File: config.mk
export PLATFORM = sky130hd
export DESIGN_NAME = one_shot_timer_multiplexer
export DESIGN_NICKNAME = d
export VERILOG_FILES = /design/src/design/ostm_pkg.sv /design/src/design/ostm_slot_ram.sv /design/src/design/ostm_eval_unit.sv /design/src/design/one_shot_timer_multiplexer.sv
export VERILOG_INCLUDE_DIRS = /design/src /design/src/design
export SDC_FILE = /design/constraint.sdc
export NUM_CORES = 1
export LEC_CHECK = 0
export BUFFER_PORTS_ARGS = -buffer_cell sky130_fd_sc_hd__buf_4
export CAP_MARGIN = 20
export CORE_AREA = 2 2 249 251
export CTS_CLUSTER_SIZE = 24
export DETAILED_ROUTE_END_ITERATION = 8
export DIE_AREA = 0 0 251 253
export PLACE_DENSITY = 0.72
export REMOVE_ABC_BUFFERS = 1
export SYNTH_ARGS = -nofsm -noshare
export SYNTH_HDL_FRONTEND = slang
export SYNTH_SLANG_ARGS = --single-unit
export TNS_END_PERCENT = 30
File: constraint.sdc
create_clock -name i_clk -period 16.4 [get_ports i_clk]
set_clock_uncertainty 0.1 [all_clocks]
set_input_delay 0 -clock i_clk [delete_from_list [all_inputs] [get_ports i_clk]]
set_output_delay 0 -clock i_clk [all_outputs]
set_load 0.02 [all_outputs]
File: src/design/one_shot_timer_multiplexer_assert.svh
// Assertion macros for the timer multiplexer
`ifndef ONE_SHOT_TIMER_MULTIPLEXER_ASSERT_SVH
`define ONE_SHOT_TIMER_MULTIPLEXER_ASSERT_SVH

// Plain clocked property, disabled in reset
`define OSTM_ASSERT(lbl, prop, msg) \
    lbl: assert property (@(posedge i_clk) disable iff (!i_rst_n) prop) else $error(msg);

// Antecedent this cycle, consequent in the next
`define OSTM_ASSERT_NEXT(lbl, ante, cons, msg) \
    lbl: assert property (@(posedge i_clk) disable iff (!i_rst_n) (ante) |=> (cons)) \
        else $error(msg);

`endif

File: src/design/ostm_pkg.sv
package ostm_pkg;

    localparam int TIMER_SLOTS_DEF = 16;
    localparam int TIME_W          = 32;
    localparam int TAG_W           = 8;

    localparam logic KIND_START  = 1'b0;
    localparam logic KIND_EXPIRE = 1'b1;

    typedef enum logic [1:0] {
        S_IDLE,
        S_SCAN,
        S_FINAL
    } t_state;

    typedef struct packed {
        logic [TAG_W-1:0]  tag;
        logic [TIME_W-1:0] expiry;
    } t_slot;

    typedef struct packed {
        logic fire;
        logic place;
        logic take;
    } t_eval;

endpackage

File: src/design/ostm_slot_ram.sv
module ostm_slot_ram
    import ostm_pkg::*;
#(
    parameter int DEPTH = TIMER_SLOTS_DEF
) (
    input  logic                     i_clk,
    input  logic                     i_we,
    input  logic [$clog2(DEPTH)-1:0] i_waddr,
    input  t_slot                    i_wdata,
    input  logic                     i_re,
    input  logic [$clog2(DEPTH)-1:0] i_raddr,
    output t_slot                    o_rdata
);

    t_slot r_mem [DEPTH];
    t_slot r_rdata;

    always_ff @(posedge i_clk) begin
        if (i_we) begin
            r_mem[i_waddr] <= i_wdata;
        end
    end

    always_ff @(posedge i_clk) begin
        if (i_re) begin
            r_rdata <= r_mem[i_raddr];
        end
    end

    assign o_rdata = r_rdata;

endmodule

File: src/design/ostm_eval_unit.sv
module ostm_eval_unit
    import ostm_pkg::*;
(
    input  logic              i_kind,
    input  logic              i_active,
    input  logic              i_placed,
    input  logic              i_found,
    input  logic [TIME_W-1:0] i_slot_expiry,
    input  logic [TIME_W-1:0] i_new_expiry,
    input  logic [TIME_W-1:0] i_now,
    input  logic [TIME_W-1:0] i_best,
    output t_eval             o_eval,
    output logic [TIME_W-1:0] o_cand
);

    logic              place;
    logic              fire;
    logic              keep;
    logic [TIME_W-1:0] cand;

    always_comb begin
        place  = (i_kind == KIND_START) && !i_placed && !i_active;
        fire   = (i_kind == KIND_EXPIRE) && i_active && (i_slot_expiry <= i_now);
        cand   = place ? i_new_expiry : i_slot_expiry;
        keep   = (i_active && !fire) || place;
        o_eval = '{fire: fire, place: place, take: keep && (!i_found || (cand < i_best))};
        o_cand = cand;
    end

endmodule

File: src/design/one_shot_timer_multiplexer.sv
// The final result is registered on the ports from S_FINAL, after the scan has evaluated the last slot.
// A new item is taken only in S_IDLE, after the one-slot-per-cycle scan
// through the slot memory and the shared evaluation unit; fired results come at most one per cycle.
// Results are strobed on o_valid for one cycle; the receiver cannot stall.
// Reset (synchronous, active low) clears all active marks and the sequencer.
`include "one_shot_timer_multiplexer_assert.svh"

module one_shot_timer_multiplexer
    import ostm_pkg::*;
#(
    parameter int TIMER_SLOTS = TIMER_SLOTS_DEF
) (
    input  logic              i_clk,
    input  logic              i_rst_n,
    input  logic              start,
    output logic              busy,
    input  logic              i_kind,
    input  logic [TIME_W-1:0] i_expiry_time,
    input  logic [TAG_W-1:0]  i_callback_tag,
    input  logic [TIME_W-1:0] i_now_time,
    output logic              o_valid,
    output logic              o_fired_valid,
    output logic [TAG_W-1:0]  o_fired_tag,
    output logic              o_arm_valid,
    output logic [TIME_W-1:0] o_arm_time,
    output logic              o_start_dropped,
    output logic              o_last
);

    localparam int IDX_W = $clog2(TIMER_SLOTS);
    localparam int CNT_W = $clog2(TIMER_SLOTS + 1);

    t_state                 r_state, n_state;
    logic [CNT_W-1:0]       r_cnt, n_cnt;
    logic                   r_ev_vld, n_ev_vld;
    logic [IDX_W-1:0]       r_ev_idx, n_ev_idx;
    logic                   r_kind, n_kind;
    logic [TIME_W-1:0]      r_exp, n_exp;
    logic [TAG_W-1:0]       r_tag, n_tag;
    logic [TIME_W-1:0]      r_now, n_now;
    logic                   r_placed, n_placed;
    logic                   r_found, n_found;
    logic [TIME_W-1:0]      r_best, n_best;
    logic [TIMER_SLOTS-1:0] r_active, n_active;

    logic                   r_valid, n_valid;
    logic                   r_fired_valid, n_fired_valid;
    logic [TAG_W-1:0]       r_fired_tag, n_fired_tag;
    logic                   r_arm_valid, n_arm_valid;
    logic [TIME_W-1:0]      r_arm_time, n_arm_time;
    logic                   r_start_dropped, n_start_dropped;
    logic                   r_last, n_last;

    logic                   rd_en;
    t_slot                  rd_slot;
    t_eval                  ev;
    logic [TIME_W-1:0]      ev_cand;

    assign rd_en = (r_state == S_SCAN) && (r_cnt < CNT_W'(TIMER_SLOTS));

    ostm_slot_ram #(
        .DEPTH (TIMER_SLOTS)
    ) u_ram (
        .i_clk   (i_clk),
        .i_we    (r_ev_vld && ev.place),
        .i_waddr (r_ev_idx),
        .i_wdata ('{tag: r_tag, expiry: r_exp}),
        .i_re    (rd_en),
        .i_raddr (r_cnt[IDX_W-1:0]),
        .o_rdata (rd_slot)
    );

    ostm_eval_unit u_eval (
        .i_kind        (r_kind),
        .i_active      (r_active[r_ev_idx]),
        .i_placed      (r_placed),
        .i_found       (r_found),
        .i_slot_expiry (rd_slot.expiry),
        .i_new_expiry  (r_exp),
        .i_now         (r_now),
        .i_best        (r_best),
        .o_eval        (ev),
        .o_cand        (ev_cand)
    );

    always_ff @(posedge i_clk) begin
        if (!i_rst_n) begin
            r_state  <= S_IDLE;
            r_cnt    <= '0;
            r_ev_vld <= 1'b0;
            r_active <= '0;
            r_valid  <= 1'b0;
        end else begin
            r_state  <= n_state;
            r_cnt    <= n_cnt;
            r_ev_vld <= n_ev_vld;
            r_active <= n_active;
            r_valid  <= n_valid;
        end
    end

    always_ff @(posedge i_clk) begin
        r_ev_idx        <= n_ev_idx;
        r_kind          <= n_kind;
        r_exp           <= n_exp;
        r_tag           <= n_tag;
        r_now           <= n_now;
        r_placed        <= n_placed;
        r_found         <= n_found;
        r_best          <= n_best;
        r_fired_valid   <= n_fired_valid;
        r_fired_tag     <= n_fired_tag;
        r_arm_valid     <= n_arm_valid;
        r_arm_time      <= n_arm_time;
        r_start_dropped <= n_start_dropped;
        r_last          <= n_last;
    end

    always_comb begin
        n_state         = r_state;
        n_cnt           = r_cnt;
        n_ev_vld        = rd_en;
        n_ev_idx        = r_cnt[IDX_W-1:0];
        n_kind          = r_kind;
        n_exp           = r_exp;
        n_tag           = r_tag;
        n_now           = r_now;
        n_placed        = r_placed;
        n_found         = r_found;
        n_best          = r_best;
        n_active        = r_active;
        n_valid         = 1'b0;
        n_fired_valid   = 1'b0;
        n_fired_tag     = '0;
        n_arm_valid     = 1'b0;
        n_arm_time      = '0;
        n_start_dropped = 1'b0;
        n_last          = 1'b0;

        if (rd_en) begin
            n_cnt = r_cnt + CNT_W'(1);
        end

        // evaluate the slot whose data has just come out of the memory
        if (r_ev_vld) begin
            if (ev.place) begin
                n_active[r_ev_idx] = 1'b1;
                n_placed           = 1'b1;
            end
            if (ev.fire) begin
                n_active[r_ev_idx] = 1'b0;
                n_valid            = 1'b1;
                n_fired_valid      = 1'b1;
                n_fired_tag        = rd_slot.tag;
            end
            if (ev.take) begin
                n_found = 1'b1;
                n_best  = ev_cand;
            end
        end

        unique case (r_state)
            S_IDLE: begin
                if (start) begin
                    n_state  = S_SCAN;
                    n_cnt    = '0;
                    n_kind   = i_kind;
                    n_exp    = i_expiry_time;
                    n_tag    = i_callback_tag;
                    n_now    = i_now_time;
                    n_placed = 1'b0;
                    n_found  = 1'b0;
                    n_best   = '0;
                end
            end
            S_SCAN: begin
                if (r_ev_vld && (r_ev_idx == IDX_W'(TIMER_SLOTS - 1))) begin
                    n_state = S_FINAL;
                end
            end
            S_FINAL: begin
                n_state         = S_IDLE;
                n_valid         = 1'b1;
                n_arm_valid     = r_found;
                n_arm_time      = r_found ? r_best : '0;
                n_start_dropped = (r_kind == KIND_START) && !r_placed;
                n_last          = 1'b1;
            end
            default: begin
                n_state = S_IDLE;
            end
        endcase
    end

    assign busy            = (r_state != S_IDLE);
    assign o_valid         = r_valid;
    assign o_fired_valid   = r_fired_valid;
    assign o_fired_tag     = r_fired_tag;
    assign o_arm_valid     = r_arm_valid;
    assign o_arm_time      = r_arm_time;
    assign o_start_dropped = r_start_dropped;
    assign o_last          = r_last;

    `OSTM_ASSERT_NEXT(a_accept_busy, start && !busy, busy, "accepted item did not raise busy")
    `OSTM_ASSERT_NEXT(a_last_ends, o_valid && o_last, !o_valid, "result follows final result")
    `OSTM_ASSERT(a_fired_busy, o_valid && o_fired_valid |-> busy, "fired result outside scan")
    `OSTM_ASSERT(a_one_kind, o_valid |-> (o_fired_valid ^ o_last), "result neither fired nor final")

endmodule

# After elaboration in Yosys (flattened, before gate mapping)
# Memory sizes are Yosys's and may differ from the RTL's. A register that Yosys moved wholly into a read port is not among the register bits.
# Index checks and enable logic that the tools add are counted.
# word_totals
ff_bits	180
ramBits	640
out_inout_bits	46
mem_count	1
# mem_list
memory	words	width	read_ports	rd_clocked_by_memory_dff	wr	line_no	source
u_ram.r_mem	16	40	1	1	1	ostm_slot_ram.sv:15	t_slot r_mem [DEPTH];
# op_classes
addsub	1
n_lt_le_gt_ge	5
eq_ne	5
n_mux	32
bitwise_logic	4
reduce_logical	22
# op_table
operator	count
two-way mux 32 bit	5
two-way mux 16 bit	3
less-or-equal comparator 32 bit	1
< comparator 32 bit	1
bitwise AND 16 bit	1
two-way mux 1 bit	16
NOT 16 bit	1
bitwise OR 16 bit	1
two-way mux 5 bit	3
logical AND 1 bit	10
AND reduction 2 bit	4
adder 5 x 1 -> 5 bit (second input constant)	1
< comparator 4 x 5 -> 1 bit (second input constant)	1
< comparator 5 bit (second input constant)	1
binary-select mux 1 bit (select 4 bit)	1
demux 1 bit (select 4 bit)	1
== test 4 bit (second input constant)	1
>= comparator 4 x 1 -> 1 bit (second input constant)	1
zero test 1 bit	4
two-way mux 2 bit	2
case mux 2 bit (2 select lines)	1
== test 2 x 1 -> 1 bit (second input constant)	1
== test 2 bit (second input constant)	1
zero test 2 bit	1
other kinds (5)	6

# Logic depth before layout (Yosys ltp)
# depth
ltp_word	12
ltp_mapped	17

# Cells and area by module
# From an unflattened synthesis, not the netlist that was laid out.
# unflattened
hier_cells	1758
hier_area_um2	33395.8
# by_module_without_submodules
module	n_inst	cells_per_inst	area_per_inst_um2	seq_area_each_um2
ostm_slot_ram	1	1040	25532.0	20419.6
one_shot_timer_multiplexer	1	450	5811.8	4334.2
ostm_eval_unit	1	268	2052.0	0.0

# Worst setup path after synthesis
# No wires, ideal clock.
# synth_timing
path_type	reg-to-reg
from	register r_ev_idx[2]
to	memory u_ram.r_mem[15][0] (netlist bit), enable pin
setup_time_ps	539
t_arrival_ps	5449
required_time_ps	15761
slack_ps	10312
stages_incl_launch_ff	6
path_buffers	1
synth_period_minus_slack_ps	6088
path_cell_list	dfxtp_1 -> clkbuf_1 -> mux4_2 -> mux2i_1 -> mux2i_1 -> nor4_1
# synth_between
elab_chain_len	7
# synth_lines
element	line_no	source
from (decl)	one_shot_timer_multiplexer.sv:36	logic [IDX_W-1:0] r_ev_idx, n_ev_idx;
from (signal assigned)	one_shot_timer_multiplexer.sv:103	r_ev_idx <= n_ev_idx;
binary-select mux 1 bit (select 4 bit)	one_shot_timer_multiplexer.sv:75	.i_active (r_active[r_ev_idx]),
two-way mux 1 bit (not written as such)	one_shot_timer_multiplexer.sv:75	
zero test 1 bit	ostm_eval_unit.sv:22	place = (i_kind == KIND_START) && !i_placed && !i_active;
logical AND 1 bit	ostm_eval_unit.sv:22	
logical AND 1 bit	one_shot_timer_multiplexer.sv:65	.i_we (r_ev_vld && ev.place),
two-way mux 1 bit	ostm_slot_ram.sv:19	if (i_we) begin
two-way mux 1 bit (not written as such)	ostm_slot_ram.sv:20	r_mem[i_waddr] <= i_wdata;
to (decl)	ostm_slot_ram.sv:15	
# Parallel ways exist; a longest one is shown, timed or not. The select of a mux whose other input is x is not followed.

# Worst setup path in the final report
# layout_timing
from	register r_ev_idx[2]
to	register r_best[11]
# layout_between
elab_chain_len	12
# layout_lines
element	line_no	source
binary-select mux 1 bit (select 4 bit) (*)	one_shot_timer_multiplexer.sv:75	
two-way mux 1 bit (not written as such) (*)	one_shot_timer_multiplexer.sv:75	
zero test 1 bit or logical AND 1 bit (tied branches)	ostm_eval_unit.sv:22, ostm_eval_unit.sv:23	
logical AND 1 bit (on tied branches)	ostm_eval_unit.sv:22, ostm_eval_unit.sv:23	
two-way mux 32 bit or zero test 1 bit (tied branches)	ostm_eval_unit.sv:24, ostm_eval_unit.sv:25	
< comparator 32 bit or logical AND 1 bit (tied branches)	ostm_eval_unit.sv:26, ostm_eval_unit.sv:25	
logical OR 1 bit (on tied branches)	ostm_eval_unit.sv:26, ostm_eval_unit.sv:25	
logical AND 1 bit	ostm_eval_unit.sv:26	o_eval = '{fire: fire, place: place, take: keep && (!i_found || (cand < i_best))};
two-way mux 32 bit (*)	one_shot_timer_multiplexer.sv:156	if (ev.take) begin
two-way mux 32 bit (*)	one_shot_timer_multiplexer.sv:145	if (r_ev_vld) begin
two-way mux 32 bit	one_shot_timer_multiplexer.sv:164	if (start) begin
two-way mux 32 bit (*)	one_shot_timer_multiplexer.sv:162	unique case (r_state)
named net n_best[11]	one_shot_timer_multiplexer.sv:43	logic [TIME_W-1:0] r_best, n_best;
to (signal assigned)	one_shot_timer_multiplexer.sv:110	r_best <= n_best;
to (decl)	one_shot_timer_multiplexer.sv:43	
# Mark *: on every way through the listed nets, which the timed path passes. The rest lies on a longest branch. The select of a mux whose other input is x is not followed.
# A chain may end at the register's enable or synchronous reset.

==> qor.yml <==
outcome:
  outcome: "finished, final reports clean"
timing:
  timing_max_transition_violations_final: 0
  setup-tns-final_ps: 0
  finalSetupViolCount: 0
  period_minus_slack_ps: 5360
  tightest_slew_ps: 1020
  slew_headroom_pct: 31.5
  grt_setup_unrepaired: "no"
  final.period_utilization_pct: 32.7
  holdWs_ps: 16.9
  fmax_mhz: 186
  hold_viol_final: 0
critical_path:
  worstPathBufferInverterCount: 2
  critical-path-slowest-cell: "dfxtp_1"
  critical_path_peak_fanout: 36
  critical_path_arrival_ps: 5800
  worstPathRequired_ps: 16840
  crit_path_cell_chain: "mux4_2 -> mux2i_1 -> mux2i_1 -> nor3_4 -> buf_4 -> mux2_2 -> ha_1 -> a21oi_1 -> nor2_1 -> a211oi_1 -> o21ai_0 -> a21oi_1 -> o221ai_4 -> buf_4 -> o31a_1 -> nor3_1"
  setup.worst_path.end_class: "flop"
  delay_heaviest_family_cp: "compound AO/OA/AOI/OAI gates"
  ff_to_ff_setup_slack_ps: 11040
  setup.worst_path.class: "flop to flop"
  r2r_end: "r_best[11]"
  cp-start-kind: "flop"
  timing.rr.start: "r_ev_idx[2]"
  r2r_cells: 16
  worst_path_largest_cell_delay_ps: 590
yosys:
  synth_cell_type_count: 43
  synth_cells: 1659
  synth.largest_area_cell: "edfxtp_1"
  post_synthesis_sequential_area_ratio_pct: 74.6
  synthesis.yosys.warnings: 0
  post_synth_arst_share_pct: 0
  synth-edff-count: 753
  postSynthRegisterBits: 860
  area_share_of_the_largest_cell_type_after_synthesis_pct: 68.1
  synth.top_cells.by_area: "edfxtp_1 (68%), mux4_2 (14%), dfxtp_1 (6.5%), ha_1 (2.4%), mux2_2 (1.1%)"
  synth_flop_cell: "edfxtp_1"
  synthesis.area_um2: 33200
  syn_avg_cell_area_um2: 20.0
clocking:
  post-cts-setup-buffers: 0
  tritoncts.num_buffers: 86
  clock_sink_count: 860
  clkTransAtPathRegs_ps: 60
  cts.hold.buffers_added: 145
  tritoncts_clock_tree: "yes"
  worstSkewPairLatency_ps: 650
  clock_tree.htree_level_count: 3
  clk_buf_depth: 3
  clock-root-buffer: "clkbuf_16"
  cts-resized-gates: 0
power:
  vdd_drop_max_mv: 0.0841
  p_per_area_nw_per_um2: 118
  power.static_leakage_uw: 0.0130
global_route:
  grt_antenna_before_repair: 2
  grt_pass1_vias: 17500
  grt.met2_usage_pct: 38.7
  busiest_layer: "met2"
  globalRouteMet1Util_pct: 35.0
  grtUsageTotal_pct: 24.7
  globalRoute.totalOverflow: 0
  grt_first_pass_wirelength_um: 113000
  global_route.usage.met3_pct: 4.90
  grt_max_degree: 112
die:
  chipHeight_um: 253
  io_pins: 122
  design.die.area_um2: 63500
  floorplan.core_area_um2: 61000
  row_count: 91
  initial_core_util_pct: 54.4
  fp.dieW_um: 251
layout:
  ff_latch_area_um2: 24800
  n_fill_cell: 4019
  insertedDiodeCount: 0
  multi_input_comb_area_um2: 8020
  final_common_cell: "edfxtp_1"
  layout-drive-gt1-share_pct: 26.5
  layout.cell_area.non_filler_um2: 39400
  layout_common_cells: "edfxtp_1 (753), mux4_2 (204), buf_4 (152), dlygate4sd3_1 (145), dfxtp_1 (103)"
  area_delta_synth_final_pct: 18.9
  design.final.nets: 2102
hold_path:
  hold_path_depth: 2
  hold_path_class: "primary input to flop"
  worst_hold_startpoint: "i_callback_tag[2]"
  holdPathEnd: "r_tag[2]"
job:
  max_cap_violations: 0
detailed_routing:
  first_pass_iters: 5
  detail_route.vias_per_cell: 6.17
  antenna_violating_nets_post_route: 0
  vias: 17400
  post_drt_wl_per_cell_um: 27.3
  first_iter_violations: 1974
  route.final.wire_length_um: 77100
  drt_drc_violations_left: 0
placement:
  dp_hpwl_um: 42300
  io_buffer_count: 121
  placedInstanceArea_um2: 35200
  routabilityCongestion: 0.858
-- per-layer routing --
metal  vias up  share of wire, %  wire length (µm)
met4         2               3.0              2340
met5         -             0.013                10
met1      8995                41             31400
li1       7414                 -                 -
met3       152               8.5              6560
met2       864                48             36800
-- registers in the layout, indices dropped and copies added (netlist names), 8 cells and up --
| signal | count |
|---|---|
| u_ram.o_rdata | 40 |
| r_now | 32 |
| o_arm_time | 32 |
| u_ram.r_mem | 640 |
| r_exp | 32 |
| r_best | 32 |
| r_tag | 8 |
| r_active | 16 |
| o_fired_tag | 8 |
-- power breakdown --
group	internal [µW]	switching, µW	leakage (µW)	total, µW
clock	1120	816	0.00134	1930
sequential	2420	44.8	0.00770	2460
combinational	127	117	0.00395	244
total	3660	978	0.0130	4640
-- Yosys cell counts (5+ instances only) --
| library cell | count |
|---|---|
| a211oi_1 | 8 |
| a21oi_1 | 24 |
| a31oi_1 | 12 |
| and2_1 | 11 |
| and3_1 | 34 |
| buf_1 | 11 |
| clkbuf_1 | 70 |
| dfxtp_1 | 107 |
| edfxtp_1 | 753 |
| ha_1 | 64 |
| inv_1 | 69 |
| mux2_2 | 31 |
| mux2i_1 | 5 |
| mux4_2 | 204 |
| nand2_1 | 26 |
| nand2b_1 | 5 |
| nand3_1 | 10 |
| nand4_1 | 9 |
| nor2_1 | 35 |
| nor2b_1 | 5 |
| nor3_1 | 38 |
| nor4_1 | 35 |
| o211ai_1 | 5 |
| o21ai_0 | 21 |
| o31a_1 | 32 |
-- per-stage QoR --
stage	worst slack, ps	std cells	total power (µW)	util (%)
2_1_floorplan	8250	1574	2660	-
5_1_grt	10620	2826	4780	64.6
4_1_cts	11060	2826	4670	64.6
3_3_place_gp	10830	2517	2720	57.7
6_report	11040	2826	4640	64.6
3_5_place_dp	11090	2519	2720	57.7
-- worst reg2reg max path: stages, from the launching register on --
cell and delay, ps:
dfxtp_1 590, mux4_2 550, mux2i_1 140, mux2i_1 250
nor3_4 190, buf_4 490, mux2_2 430, ha_1 290
a21oi_1 160, nor2_1 60, a211oi_1 220, o21ai_0 130
a21oi_1 310, o221ai_4 400, buf_4 390, o31a_1 340
nor3_1 220
-- cells by family (layout without fill, tap and decap cells) --
family / Yosys count / in the layout / synth area share, %
buffers and inverters: 154 / 531 / 1.76
muxes: 240 / 240 / 15.0
and+or+nand+nor: 219 / 219 / 3.56
adders and majority gates: 64 / 64 / 2.41
AOI/OAI and AO/OA: 119 / 119 / 2.55
DFF: 860 / 860 / 74.6
xor gates and xnor gates: 3 / 3 / 0.0792
-- cell type report --
cell class                      count  share of cell area (%)
Sequential cell                   860                    62.8
Timing Repair Buffer              300                    6.68
Inverter                           69                   0.657
Multi-Input combinational cell    645                    20.3
Tap cell                          790                    2.51
Clock buffer                      121                    5.94
Clock inverter                     41                    1.09
-- how the worst max path moves through the flow --
stage	from	to	slack (ps)	depth (start not counted)
floorplan	r_cnt[0]	u_ram.o_rdata[0]	8250	2
global placement	r_ev_idx[2]	r_best[18]	10830	16
detailed placement	r_ev_idx[2]	r_best[0]	11090	16
CTS	r_ev_idx[2]	r_best[0]	11060	16
global route	r_ev_idx[2]	r_best[0]	10620	16
finish	r_ev_idx[2]	r_best[11]	11040	16
No activity file was read; power rests on OpenSTA's default activity.
